## config.mk

```make
export PLATFORM = sky130hd
export DESIGN_NAME = pfa_isqrt
export DESIGN_NICKNAME = d
export VERILOG_FILES = /design/src/design/pfa_pkg.sv /design/src/design/pfa_isqrt.sv
export SDC_FILE = /design/constraint.sdc
export NUM_CORES = 2
export LEC_CHECK = 0
export BUFFER_PORTS_ARGS = -buffer_cell sky130_fd_sc_hd__buf_2
export CAP_MARGIN = 5
export CORE_MARGIN = 2
export CORE_UTILIZATION = 60
export CTS_BUF_LIST = sky130_fd_sc_hd__clkbuf_16
export CTS_CLUSTER_DIAMETER = 80
export DETAILED_ROUTE_END_ITERATION = 10
export GPL_ROUTABILITY_DRIVEN = 1
export GPL_TIMING_DRIVEN = 0
export PLACE_DENSITY = 0.75
export SYNTH_ARGS = -nofsm -noshare
export SYNTH_HDL_FRONTEND = slang
export SYNTH_MEMORY_MAX_BITS = 65536
export SYNTH_SLANG_ARGS = --single-unit
```

## constraint.sdc

```tcl
create_clock -name clk -period 5.4 [get_ports clk]
set_clock_uncertainty 0.05 [all_clocks]
set_input_delay 0.81 -clock clk [delete_from_list [all_inputs] [get_ports clk]]
set_output_delay 0.81 -clock clk [all_outputs]
set_load 0.03 [all_outputs]
```

## src/design/pfa_pkg.sv

```systemverilog
// shared widths, register codes, reset values and config type of the point force affector
`timescale 1ns / 1ps
package pfa_pkg;
	localparam int DATA_W  = 32;
	localparam int AGE_W   = 16;
	localparam int LIM_W   = 31;
	localparam int ADDR_W  = 5;
	localparam int SUM_W   = 64;
	localparam int ROOT_W  = 32;
	localparam int QUO_W   = 32;

	localparam logic [DATA_W-1:0] CENTER_RST      = 32'd0;
	localparam logic [DATA_W-1:0] STRENGTH_RST    = 32'd65536;
	localparam logic [LIM_W-1:0]  CUTOFF_RST      = 31'd65536;
	localparam logic [AGE_W-1:0]  AGE_LIMIT_RST   = 16'd350;
	localparam logic [LIM_W-1:0]  FORCE_LIMIT_RST = 31'd19660800;

	typedef enum logic [2:0] {
		REG_CENTER_X,
		REG_CENTER_Y,
		REG_CENTER_Z,
		REG_STRENGTH,
		REG_CUTOFF,
		REG_AGE_LIMIT,
		REG_FORCE_LIMIT
	} reg_idx_t;

	typedef struct packed {
		logic [DATA_W-1:0] center_x;
		logic [DATA_W-1:0] center_y;
		logic [DATA_W-1:0] center_z;
		logic [DATA_W-1:0] strength;
		logic [LIM_W-1:0]  cutoff_radius;
		logic [AGE_W-1:0]  age_limit;
		logic [LIM_W-1:0]  force_limit;
	} cfg_t;
endpackage

```

## src/design/pfa_isqrt.sv

```systemverilog
// pipelined integer square root, one root bit per stage
`timescale 1ns / 1ps
module pfa_isqrt #(
	parameter int RW = pfa_pkg::ROOT_W,
	parameter int SW = 1
) (
	input  logic          clk,
	input  logic          arst_n,
	input  logic          en,
	input  logic          in_valid,
	input  logic [2*RW-1:0] rad,
	input  logic [SW-1:0] side_in,
	output logic          out_valid,
	output logic [RW-1:0] root,
	output logic [SW-1:0] side_out
);
	logic [RW+1:0]   rem_s  [RW];
	logic [RW-1:0]   root_s [RW];
	logic [2*RW-1:0] rad_s  [RW];
	logic [SW-1:0]   side_s [RW];
	logic            vld_s  [RW];

	for (genvar k = 0; k < RW; k++) begin : g_step
		logic [RW+1:0]   r_in;
		logic [RW-1:0]   t_in;
		logic [2*RW-1:0] x_in;
		logic [SW-1:0]   sd_in;
		logic            v_in;
		logic [RW+1:0]   r2;
		logic [RW+1:0]   trial;
		logic            ge;

		if (k == 0) begin : g_first
			assign r_in  = '0;
			assign t_in  = '0;
			assign x_in  = rad;
			assign sd_in = side_in;
			assign v_in  = in_valid;
		end else begin : g_next
			assign r_in  = rem_s[k-1];
			assign t_in  = root_s[k-1];
			assign x_in  = rad_s[k-1];
			assign sd_in = side_s[k-1];
			assign v_in  = vld_s[k-1];
		end

		assign r2    = {r_in[RW-1:0], x_in[2*RW-1 -: 2]};
		assign trial = {t_in, 2'b01};
		assign ge    = r2 >= trial;

		always_ff @(posedge clk or negedge arst_n) begin
			if (!arst_n) begin
				vld_s[k] <= 1'b0;
			end else if (en) begin
				vld_s[k] <= v_in;
			end
		end

		always_ff @(posedge clk) begin
			if (en) begin
				rem_s[k]  <= ge ? r2 - trial : r2;
				root_s[k] <= {t_in[RW-2:0], ge};
				rad_s[k]  <= {x_in[2*RW-3:0], 2'b00};
				side_s[k] <= sd_in;
			end
		end
	end

	assign out_valid = vld_s[RW-1];
	assign root      = root_s[RW-1];
	assign side_out  = side_s[RW-1];
endmodule

```

==> Yosys cells after proc, flatten, opt, wreduce, memory -nomap -nowiden <==
Memory sizes are Yosys's and may differ from the RTL's.
Index checks and enable logic that the tools add are counted.
{ "word_totals": {"word_cells": 134, "reg_bits": 32, "ram_bits": 4128, "n_memories": 4, "in_bits": 69, "output_inout_bits": 34} }
{ "classes": {"n_mux": 34, "n_addsub": 32, "order_cmp": 32} }
{ "memory_table": {"columns": ["name", "depth", "word_bits", "read_ports", "rd_clocked_by_memory_dff", "wr", "line_no", "source"], "rows": [
  ["rad_s", 32, 62, 31, 0, 32, "pfa_isqrt.sv:19", "logic [2*RW-1:0] rad_s [RW];"],
  ["rem_s", 32, 34, 31, 0, 32, "pfa_isqrt.sv:17", "logic [RW+1:0] rem_s [RW];"],
  ["root_s", 32, 32, 32, 0, 32, "pfa_isqrt.sv:18", "logic [RW-1:0] root_s [RW];"],
  ["side_s", 32, 1, 32, 0, 32, "pfa_isqrt.sv:20", "logic [SW-1:0] side_s [RW];"]
]} }
{ "op_table": {"columns": ["cell", "count"], "rows": [
  ["2-to-1 mux 34 bit", 32],
  ["greater-or-equal comparator 34 bit", 31],
  ["subtractor 34 bit", 31],
  ["subtractor 2 x 1 -> 3 bit, second input constant", 1],
  ["greater-or-equal comparator 2 x 1 -> 1 bit, second input constant", 1],
  ["2-to-1 mux 1 bit", 2]
]} }

==> Longest topological paths before layout <==
An unclocked memory read counts as a cell.
{ "logic_depth": {"word_depth": 3, "depth_mapped": 15, "mapped_depth_nobuf": 12} }

==> Least setup slack after synthesis <==
Ideal clock, no wire load.
{ "synth_timing": {"path_kind": "register to register", "start": "memory rem_s[0][141] in the netlist's numbering", "end": "memory rem_s[0][198] in the netlist's numbering, data pin", "synth_period_minus_slack_ns": 3.882, "setup_slack_ns": 1.518, "arrival_ns": 3.575, "n_path_buf": 1, "path_stages_with_launch": 11, "t_required_ns": 5.092, "setup_time_ns": 0.258, "cell_sequence": "edfxtp_1 -> or4_4 -> or4_4 -> or3_4 -> or4_4 -> or4_4 -> buf_6 -> nor4_4 -> nand2b_2 -> or3_1 -> xnor2_1"} }
{ "synth_lines": {"columns": ["element", "line_no"], "rows": [
  ["start, declared", "pfa_isqrt.sv:17"]
]} }

==> reports/qor.txt <==
#FFs+latches synth: 2529
Die area: 199000 um^2
Most frequent cells in the layout: edfxtp_1, inv_1, nand2_1
Met1 usage: 31.9%
Top area cells in the synthesized netlist: edfxtp_1, ha_1, xnor2_1, xor2_1, a21oi_1
Peak VDD IR: 0.446 mV
Most common cell after layout, fill and taps aside: edfxtp_1
DR vias/cell: 5.80
Syn avg cell area: 13.0 um^2
Die Width: 446 um
Final ANT Viol Nets: 0
Critical Path End Type: flop
WP buf/inv: 3
Syn Inst Count: 9013
Worst Setup Path Type: reg2reg
Slowest stage delay, CP: 0.65 ns
Vias in the first global route: 69712
Reg2reg path depth: 12
Ys flop type: edfxtp_1
Crit. path cell count: 12
First-pass GRT wire length: 376000 um
Die Ht: 446 um
Final Setup Violations: 0
Post-synth EDFFs: 2497
Period Utilization, post-route: 92.6%
Largest net degree at the start of global routing: 194
Initial Util: 60.2%
Core Area: 194000 um^2
Arr. time, crit path: 5.53 ns
GP Congestion: 0.913
DR WL/cell: 19.6 um
CTS clk-pin slew, worst paths: 0.06 ns
Yosys warnings: 0
Met3 global-route usage: 3.06%
Max Slew Vio Count: 0
Yosys cell types: 85
Setup WS pre-CTS: 0.268 ns
Syn nets: 9643
Cts bufs inserted: 280
Vias: 70869
Worst-path cell chain: ha_1 -> nand2b_1 -> a21oi_1 -> nor2_1 -> o311ai_1 -> o31ai_1 -> o31ai_1 -> a211o_1 -> clkbuf_1 -> clkbuf_1 -> buf_1 -> a31oi_1
HP Class: in2reg
Unrepaired setup endpoints after global routing: no
# DRC: 0
IO Pins: 103
Initial antenna violation count: 2
Worst slew pin tran: 1.32 ns
Met2 Use GR: 40.8%
Fmax achieved: 200 MHz
Relative slew margins: 11.9%
Root buffer cell: clkbuf_16
Gr ovfl total: 0
Fin Setup TNS: 0 ns
Maxcap violations: 0
GRT Util Overall: 24.0%
Overall power: 57500 uW
# H-tree levels: 5
Worst-skew pair later-pin latency: 0.92 ns
Leak pwr: 0.0504 uW
Post-Synthesis Cell Area: 117000 um^2
Synth area leader: edfxtp_1
Slowest-stage cell, CP: o311ai_1
Area grow syn2layout: 11.7%
Final cell count without fillers: 12217
Startpoint class of the critical path: flop
Final Net Count: 10104
CTS Buffer Depth: 4
CTS tree: yes
Critical Path Fanout Max: 10
Ys async rst share: 1.27%
Layout cells sized above 1: 7.31%
GRT busiest layer: met2
Post-synth top area share: 64.0%
Hold Path Depth: 1
Iter 0 DRT Violations: 5995
Post-detail-place hpwl: 169000 um
Setup ws final: 0.400 ns
Tmin final: 5.00 ns
Critical Path RT: 5.93 ns
Largest delay share family, worst path: compound AO/OA/AOI/OAI gates
Outcome: finished, final reports clean
PortBufs: 102
Std-Cell Rows: 162
Post-Route WL: 239000 um
Drt pass-1 iters: 6
Clock sink total: 2529
Final hold violations: 0
Register area share after synthesis: 64.7%
Hold_ws: 0.0824 ns
Pwr dens: 439 nW/um^2
Dpl cells: 11672
[area by class of cell]
class,count,area [um^2]
antenna,2,5.00
buffer,189,719
clock buffer,288,7210
clock inverter,193,1810
fill,13817,63500
inverter,717,2690
multi-input combinational,5578,37900
sequential,2529,75800
tap,2542,3180
timing repair buffer,179,1540
[where the power goes]
part	leakage [uW]	internal (uW)	switching, uW
registers	0.0244	24900	1660
clock network	0.00455	11300	7440
logic	0.0215	4960	7220
[registers in the layout, indices dropped and copies added (netlist names)]
register     count
rad_s          992
g_step.v_in     31
root_s         528
side_s          32
out_valid        1
rem_s          945
[kinds of logic after synthesis]
group | share of synthesized area (%)
buffers and inverters | 2.91
multiplexers | 1.26
XOR/XNOR | 5.92
other | 0.00320
AND/OR/NAND/NOR | 9.46
AO/OA/AOI/OAI | 9.74
flip-flops | 64.7
adder cells (fa/ha/maj) | 5.99
[metrics by stage]
stage | util [%] | instance area [um^2]
after global placement | 62.1 | 121000
after CTS | 67.3 | 131000
after floorplan | - | 117000
after global routing | 67.3 | 131000
final | 67.3 | 131000
after detailed placement | 62.4 | 121000
[timing repair]
action                                  in CTS  in global routing
endpoints found under the setup margin       0                 19
hold buffers                                62                  0
hold endpoints to repair                    93                  0
resized for setup                            0                  1
buffers inserted                             0                  0
[routing by layer]
metal	routed length, um	up-vias
met5	0	-
met4	8040	0
met3	11000	499
met2	118000	1816
met1	102000	34257
li1	-	34297
[synthesized netlist by cell type (all sizes together), types with 19 or more instances]
library cell and count:
or4 59, xor2 394, edfxtp 2497, or2 42, a31oi 60, o21bai 45
o21ai 446, o31ai 70, nand2b 94, mux2 121, and2 36, inv 716
dfrtp 32, a211oi 50, o21a 98, or3 84, nor3 207, ha 561
clkbuf 171, nand3b 19, nor4 122, nand4 105, a21o 235, xnor2 397
nor2b 72, and3 42, nor2 565, o31a 19, a21oi 573, o211ai 58
nand3 137, a21boi 23, nand2 603, nor3b 19
[final timing paths]
check                                    from               to  slack [ns]
min in group asynchronous              arst_n   g_step[1].v_in        0.41
worst max register to register  rem_s[1][340]    rem_s[1][402]        0.40
max in group asynchronous              arst_n  g_step[15].v_in        4.45
worst min register to register  rad_s[16][53]    rad_s[17][55]        0.33
worst min-delay path                  rad[12]     rad_s[0][12]        0.08
worst max-delay path            rem_s[1][340]    rem_s[1][402]        0.40
Power figures use the tool's default switching activity.
