File: config.mk
export PLATFORM = sky130hd
export DESIGN_NAME = pfa_cfg
export DESIGN_NICKNAME = d
export VERILOG_FILES = /design/src/design/pfa_pkg.sv /design/src/design/pfa_cfg.sv
export SDC_FILE = /design/constraint.sdc
export NUM_CORES = 1
export LEC_CHECK = 0
export BUFFER_PORTS_ARGS = -buffer_cell sky130_fd_sc_hd__buf_2
export CAP_MARGIN = 5
export CELL_PAD_IN_SITES_DETAIL_PLACEMENT = 0
export CELL_PAD_IN_SITES_GLOBAL_PLACEMENT = 1
export CORE_MARGIN = 1
export CORE_UTILIZATION = 38
export DETAILED_ROUTE_END_ITERATION = 6
export PLACE_DENSITY_LB_ADDON = 0.1
export SKIP_LAST_GASP = 1
export SYNTH_ARGS = -nofsm -noshare
export SYNTH_HDL_FRONTEND = slang
export SYNTH_SLANG_ARGS = --single-unit
File: constraint.sdc
create_clock -name clk -period 1.65 [get_ports clk]
set_input_delay 0.33 -clock clk [delete_from_list [all_inputs] [get_ports clk]]
set_output_delay 0.33 -clock clk [all_outputs]
set_load 0.02 [all_outputs]
File: src/design/pfa_pkg.sv
// shared widths, register codes, reset values and config type of the point force affector
`timescale 1ns / 1ps
package pfa_pkg;
	localparam int DATA_W  = 32;
	localparam int AGE_W   = 16;
	localparam int LIM_W   = 31;
	localparam int ADDR_W  = 5;
	localparam int SUM_W   = 64;
	localparam int ROOT_W  = 32;
	localparam int QUO_W   = 32;

	localparam logic [DATA_W-1:0] CENTER_RST      = 32'd0;
	localparam logic [DATA_W-1:0] STRENGTH_RST    = 32'd65536;
	localparam logic [LIM_W-1:0]  CUTOFF_RST      = 31'd65536;
	localparam logic [AGE_W-1:0]  AGE_LIMIT_RST   = 16'd350;
	localparam logic [LIM_W-1:0]  FORCE_LIMIT_RST = 31'd19660800;

	typedef enum logic [2:0] {
		REG_CENTER_X,
		REG_CENTER_Y,
		REG_CENTER_Z,
		REG_STRENGTH,
		REG_CUTOFF,
		REG_AGE_LIMIT,
		REG_FORCE_LIMIT
	} reg_idx_t;

	typedef struct packed {
		logic [DATA_W-1:0] center_x;
		logic [DATA_W-1:0] center_y;
		logic [DATA_W-1:0] center_z;
		logic [DATA_W-1:0] strength;
		logic [LIM_W-1:0]  cutoff_radius;
		logic [AGE_W-1:0]  age_limit;
		logic [LIM_W-1:0]  force_limit;
	} cfg_t;
endpackage

File: src/design/pfa_cfg.sv
// apb register file of the point force affector
`timescale 1ns / 1ps
module pfa_cfg (
	input  logic                      clk,
	input  logic                      arst_n,
	input  logic                      psel,
	input  logic                      penable,
	input  logic                      pwrite,
	input  logic [pfa_pkg::ADDR_W-1:0] paddr,
	input  logic [31:0]               pwdata,
	output logic [31:0]               prdata,
	output logic                      pready,
	output pfa_pkg::cfg_t             cfg
);
	pfa_pkg::cfg_t cfg_q;
	pfa_pkg::reg_idx_t idx;

	assign idx = pfa_pkg::reg_idx_t'(paddr[4:2]);
	assign pready = 1'b1;
	assign cfg = cfg_q;

	always_ff @(posedge clk or negedge arst_n) begin
		if (!arst_n) begin
			cfg_q.center_x      <= pfa_pkg::CENTER_RST;
			cfg_q.center_y      <= pfa_pkg::CENTER_RST;
			cfg_q.center_z      <= pfa_pkg::CENTER_RST;
			cfg_q.strength      <= pfa_pkg::STRENGTH_RST;
			cfg_q.cutoff_radius <= pfa_pkg::CUTOFF_RST;
			cfg_q.age_limit     <= pfa_pkg::AGE_LIMIT_RST;
			cfg_q.force_limit   <= pfa_pkg::FORCE_LIMIT_RST;
		end else if (psel && penable && pwrite) begin
			unique case (idx)
				pfa_pkg::REG_CENTER_X:    cfg_q.center_x      <= pwdata;
				pfa_pkg::REG_CENTER_Y:    cfg_q.center_y      <= pwdata;
				pfa_pkg::REG_CENTER_Z:    cfg_q.center_z      <= pwdata;
				pfa_pkg::REG_STRENGTH:    cfg_q.strength      <= pwdata;
				pfa_pkg::REG_CUTOFF:      cfg_q.cutoff_radius <= pwdata[30:0];
				pfa_pkg::REG_AGE_LIMIT:   cfg_q.age_limit     <= pwdata[15:0];
				pfa_pkg::REG_FORCE_LIMIT: cfg_q.force_limit   <= pwdata[30:0];
				default: ;
			endcase
		end
	end

	always_comb begin
		unique case (idx)
			pfa_pkg::REG_CENTER_X:    prdata = cfg_q.center_x;
			pfa_pkg::REG_CENTER_Y:    prdata = cfg_q.center_y;
			pfa_pkg::REG_CENTER_Z:    prdata = cfg_q.center_z;
			pfa_pkg::REG_STRENGTH:    prdata = cfg_q.strength;
			pfa_pkg::REG_CUTOFF:      prdata = {1'b0, cfg_q.cutoff_radius};
			pfa_pkg::REG_AGE_LIMIT:   prdata = {16'd0, cfg_q.age_limit};
			pfa_pkg::REG_FORCE_LIMIT: prdata = {1'b0, cfg_q.force_limit};
			default:                  prdata = 32'd0;
		endcase
	end
endmodule

## After elaboration in Yosys (flattened, before gate mapping)

Index checks and enable logic that the tools add are counted.

- Bits of input ports: 42
- Bits in registers: 206
- Output and inout bits: 239
- Logic and storage cells: 24

- Eq/ne operators: 6
- Muxes and demuxes: 1
- Reduce and logical (&&, ||, !) cells: 10

Operator list:

| kind | count |
|---|---|
| $pmux 32 s7 | 1 |
| $reduce_and 2->1 | 7 |
| $eq 3x3->1 const B | 3 |
| $eq 3x2->1 const B | 2 |
| $eq 3x1->1 const B | 1 |
| $logic_not 3->1 | 1 |
| $logic_and 1x1->1 | 2 |

## Longest topological paths before layout

- Word-level depth: 3
- Gate-level depth with buffers: 6

## Worst setup path before layout

No wires, ideal clock.

- Kind: input-to-output
- Start: input port paddr[2] (netlist name)
- End: output port prdata[0]
- Path slack: -0.224 ns
- Path buffers: 4
- Required time: 1.320 ns
- Data arrival time: 1.544 ns
- Cell stages on the path: 6
- Cell sequence: buf_4 -> buf_4 -> buf_4 -> buf_2 -> mux2i_1 -> o211ai_1

- Longest elaborated chain between the ends: 2
- Elaborated cells on any way between the ends: 8

RTL lines:

| element | line | RTL |
|---|---|---|
| from (decl) | pfa_cfg.sv:9 | `input logic [pfa_pkg::ADDR_W-1:0] paddr,` |
| $eq 3x3->1 (tied with other cells) | pfa_cfg.sv:46 | `unique case (idx)` |
| $pmux 32 s7 * | pfa_cfg.sv:46 |  |
| to (decl) | pfa_cfg.sv:11 | `output logic [31:0] prdata,` |

Every way passes the cells marked *; elsewhere a longest branch is shown, timed or not.

## Worst setup path in the final report

- Start: register cfg_q, in the netlist cfg[63]
- End: output port prdata[16]

- Longest elaborated chain between the ends: 1

RTL lines:

| element | line | RTL |
|---|---|---|
| from (decl) | pfa_cfg.sv:15 | `pfa_pkg::cfg_t cfg_q;` |
| $pmux 32 s7 | pfa_cfg.sv:46 |  |

No other way between the ends.

==> qor.yml <==
place:
  dpl.hpwl_um: 21200
  io_buffers: 277
  gp_congestion: 0.818
  place_inst: 1299
  postPlaceCellArea_sq_um: 12000
routing:
  first_pass_iters: 4
  first_iter_violations: 342
  viasPerCell: 5.20
  vias: 7432
  wl_met2_um: 14700
  drcViolationCount: 0
  post_drt_wl_per_cell_um: 21.4
  routed.top_layer: "met5"
  ant_nets: 0
  drt-met1-wl_um: 13300
  wl_met3_um: 2140
  drt-total-wl_um: 30700
power_and_ir_drop:
  peakVddDrop_mv: 0.856
  switchingPower_uw: 5870
  sequentialPowerShare: 0.388
  clockPowerShare: 0.286
  leakagePower_uw: 0.00683
  p_per_area_nw_per_um2: 1290
  switching_share: 0.335
  comb_power_share: 0.326
  internal_power_uw: 11600
timing:
  finalCritPeriodShare: 1.20
  clock_skew_ps: 0
  worst_slew_pin_slew_ps: 628
  maxSlewHeadroom: 0.581
  setup_violations: 33
  slew_violations: 0
  layout_setup_ws_ps: -324
  hold_viol: 0
  max_freq_mhz: 507
  fin_hold_ws_ps: 122
  period_minus_slack_ps: 1970
  rsz0062_at_grt: "yes"
critical_path:
  startpoint_type: "flip-flop"
  r2r-start: "cfg[109]"
  arrival_ps: 1640
  cp_data_required_time_ps: 1320
  rr_worst_depth: 3
  crit_fanout: 2
  r2r-end: "cfg[109]"
  end_kind: "primary output"
  path_class: "flip-flop to primary output"
  r2r_slack_ps: 600
cells_and_area:
  final_area_sq_um: 13600
  nets: 1131
  syn2layout_area_growth_pct: 43.1
  drive_gt1_frac: 0.635
  fin_cells: 1430
  postLayoutCoreUtil: 0.557
  final_cell_mix: "242 x buf_2, 194 x dfrtp_1, 173 x buf_4"
  fill_cells: 2148
  largest_register_ffs: 206
  layout_commonest_cell: "buf_2"
synthesis:
  synth-edff-count: 0
  syn-num-nets: 708
  synth_area_leaders: "dfrtp_1 51%, mux2_2 21%, mux2i_1 6.5%, mux2_1 4.0%, dfstp_2 3.3%"
  ys_seq_elements: 206
  yosysUniqueCellTypes: 35
  yosysSeqAreaShare: 0.545
  synthesis.area_sq_um: 9490
  async_flop_share: 1.00
  dominantRegCellSynth: "dfrtp_1"
  syn_area_per_cell_sq_um: 14.2
  synth_warnings: 0
  synth.largest_area_cell: "dfrtp_1"
  netlist.area_leader.share: 0.512
  synth_cells: 666
outcome:
  violations: "negative setup slack"
  status: "finished with violations"
die:
  rows: 57
  core-area_sq_um: 24400
  initial_core_util: 0.389
  ios: 281
  die_h_um: 160
  chipWidth_um: 160
  dieArea_sq_um: 25600
clock_network:
  cts_root_buf: "clkbuf_16"
  cts_max_level: 1
  cts_buffers: 23
  cts.sinks: 206
  cts_buffer_depth: 3
  clk_latency_ps: 500
  clk_pin_slew_ps: 60
  cts_tree: "done"
global_routing:
  grt_overflow: 0
  grt_pass1_vias: 8167
  grt_antenna_before_repair: 5
  grt_max_degree: 68
  grt_usage: 0.240
  grt_pass1_wl_um: 47700
hold_path:
  hold_path.class: "input port to flip-flop"
  hp-start: "pwdata[31]"
  hold_end: "cfg[173]"
  whs_path_depth: 2
job:
  maxCapViolCount: 0
==> routing by layer <==
layer / up-vias / GRT usage
met5: - / 0
met4: 8 / 0.0459
met3: 44 / 0.0579
met2: 254 / 0.402
met1: 3779 / 0.317
li1: 3347 / -
==> Yosys cell counts (5+ instances only) <==
| master | instances |
|---|---|
| a211o_1 | 10 |
| a21boi_0 | 10 |
| a22oi_1 | 6 |
| a32oi_1 | 16 |
| and2_1 | 7 |
| buf_2 | 22 |
| buf_4 | 16 |
| clkbuf_1 | 9 |
| dfrtp_1 | 194 |
| dfstp_2 | 12 |
| mux2_1 | 34 |
| mux2_2 | 174 |
| mux2i_1 | 62 |
| nand2_1 | 5 |
| nand3b_1 | 9 |
| nor2_1 | 6 |
| o211ai_1 | 16 |
| o21a_1 | 6 |
| o221ai_1 | 11 |
| or3_1 | 9 |
==> how the worst max path moves through the flow <==
stage / from / endpoint / cells after the start
5_1_grt: cfg[108] / prdata[30] / 4
4_1_cts: cfg[108] / prdata[30] / 4
3_5_place_dp: paddr[3] / prdata[14] / 6
3_3_place_gp: paddr[3] / prdata[14] / 6
2_1_floorplan: paddr[2] / prdata[12] / 6
6_report: cfg[63] / prdata[16] / 4
==> power by group through the flow <==
stage / clock, uW / combinational (uW) / sequential [uW]
floorplan: 0 / 1670 / 8040
global placement: 0 / 4770 / 6930
detailed placement: 0 / 4840 / 7000
CTS: 5110 / 5620 / 6790
global route: 5330 / 6070 / 6920
finish: 5000 / 5710 / 6800
==> logic make-up (layout without fill, tap and decap cells) <==
| logic type | after synthesis | count (layout) | share of synthesized area |
|---|---|---|---|
| muxes | 272 | 272 | 0.317 |
| DFF | 206 | 206 | 0.545 |
| AOI/OAI and AO/OA | 84 | 84 | 0.0706 |
| and+or+nand+nor | 54 | 54 | 0.0383 |
| buffers and inverters | 49 | 488 | 0.0286 |
| other | 1 | 2 | 0.000395 |
==> worst max-delay path: stages, from the launching register on <==
cell and delay (ps):
dfstp_2 530, mux2i_1 60, or3_1 320, o221ai_2 80
buf_4 170
==> layout make-up <==
class | instances | area, sq um | share of cell area
antenna | 1 | 2.50 | 0.000184
clock buffer | 37 | 718 | 0.0529
clock inverter | 4 | 20.0 | 0.00147
inverter | 1 | 3.75 | 0.000276
multi-input combinational | 411 | 4200 | 0.309
sequential | 206 | 5170 | 0.381
tap | 324 | 405 | 0.0299
timing repair buffer | 446 | 3060 | 0.226
==> through the flow <==
step | setup slack, ps | power, uW | setup TNS (ps)
2_1_floorplan | -60.2 | 9710 | -550
3_3_place_gp | -213 | 11700 | -25080
3_5_place_dp | -239 | 11800 | -28060
4_1_cts | -365 | 17500 | -6670
5_1_grt | -394 | 18300 | -8280
6_report | -324 | 17500 | -5920
==> repair_timing <==
item                                    in CTS  in global routing
pin swaps                                   31                 10
endpoints found under the setup margin      32                 32
hold buffers                                 1                  0
gates resized for setup                     51                 11
buffers inserted                            73                 15
gates cloned                                 0                  0
endpoints found under the hold margin       39                  0
Note: power is estimated with default switching activity, not from simulation.
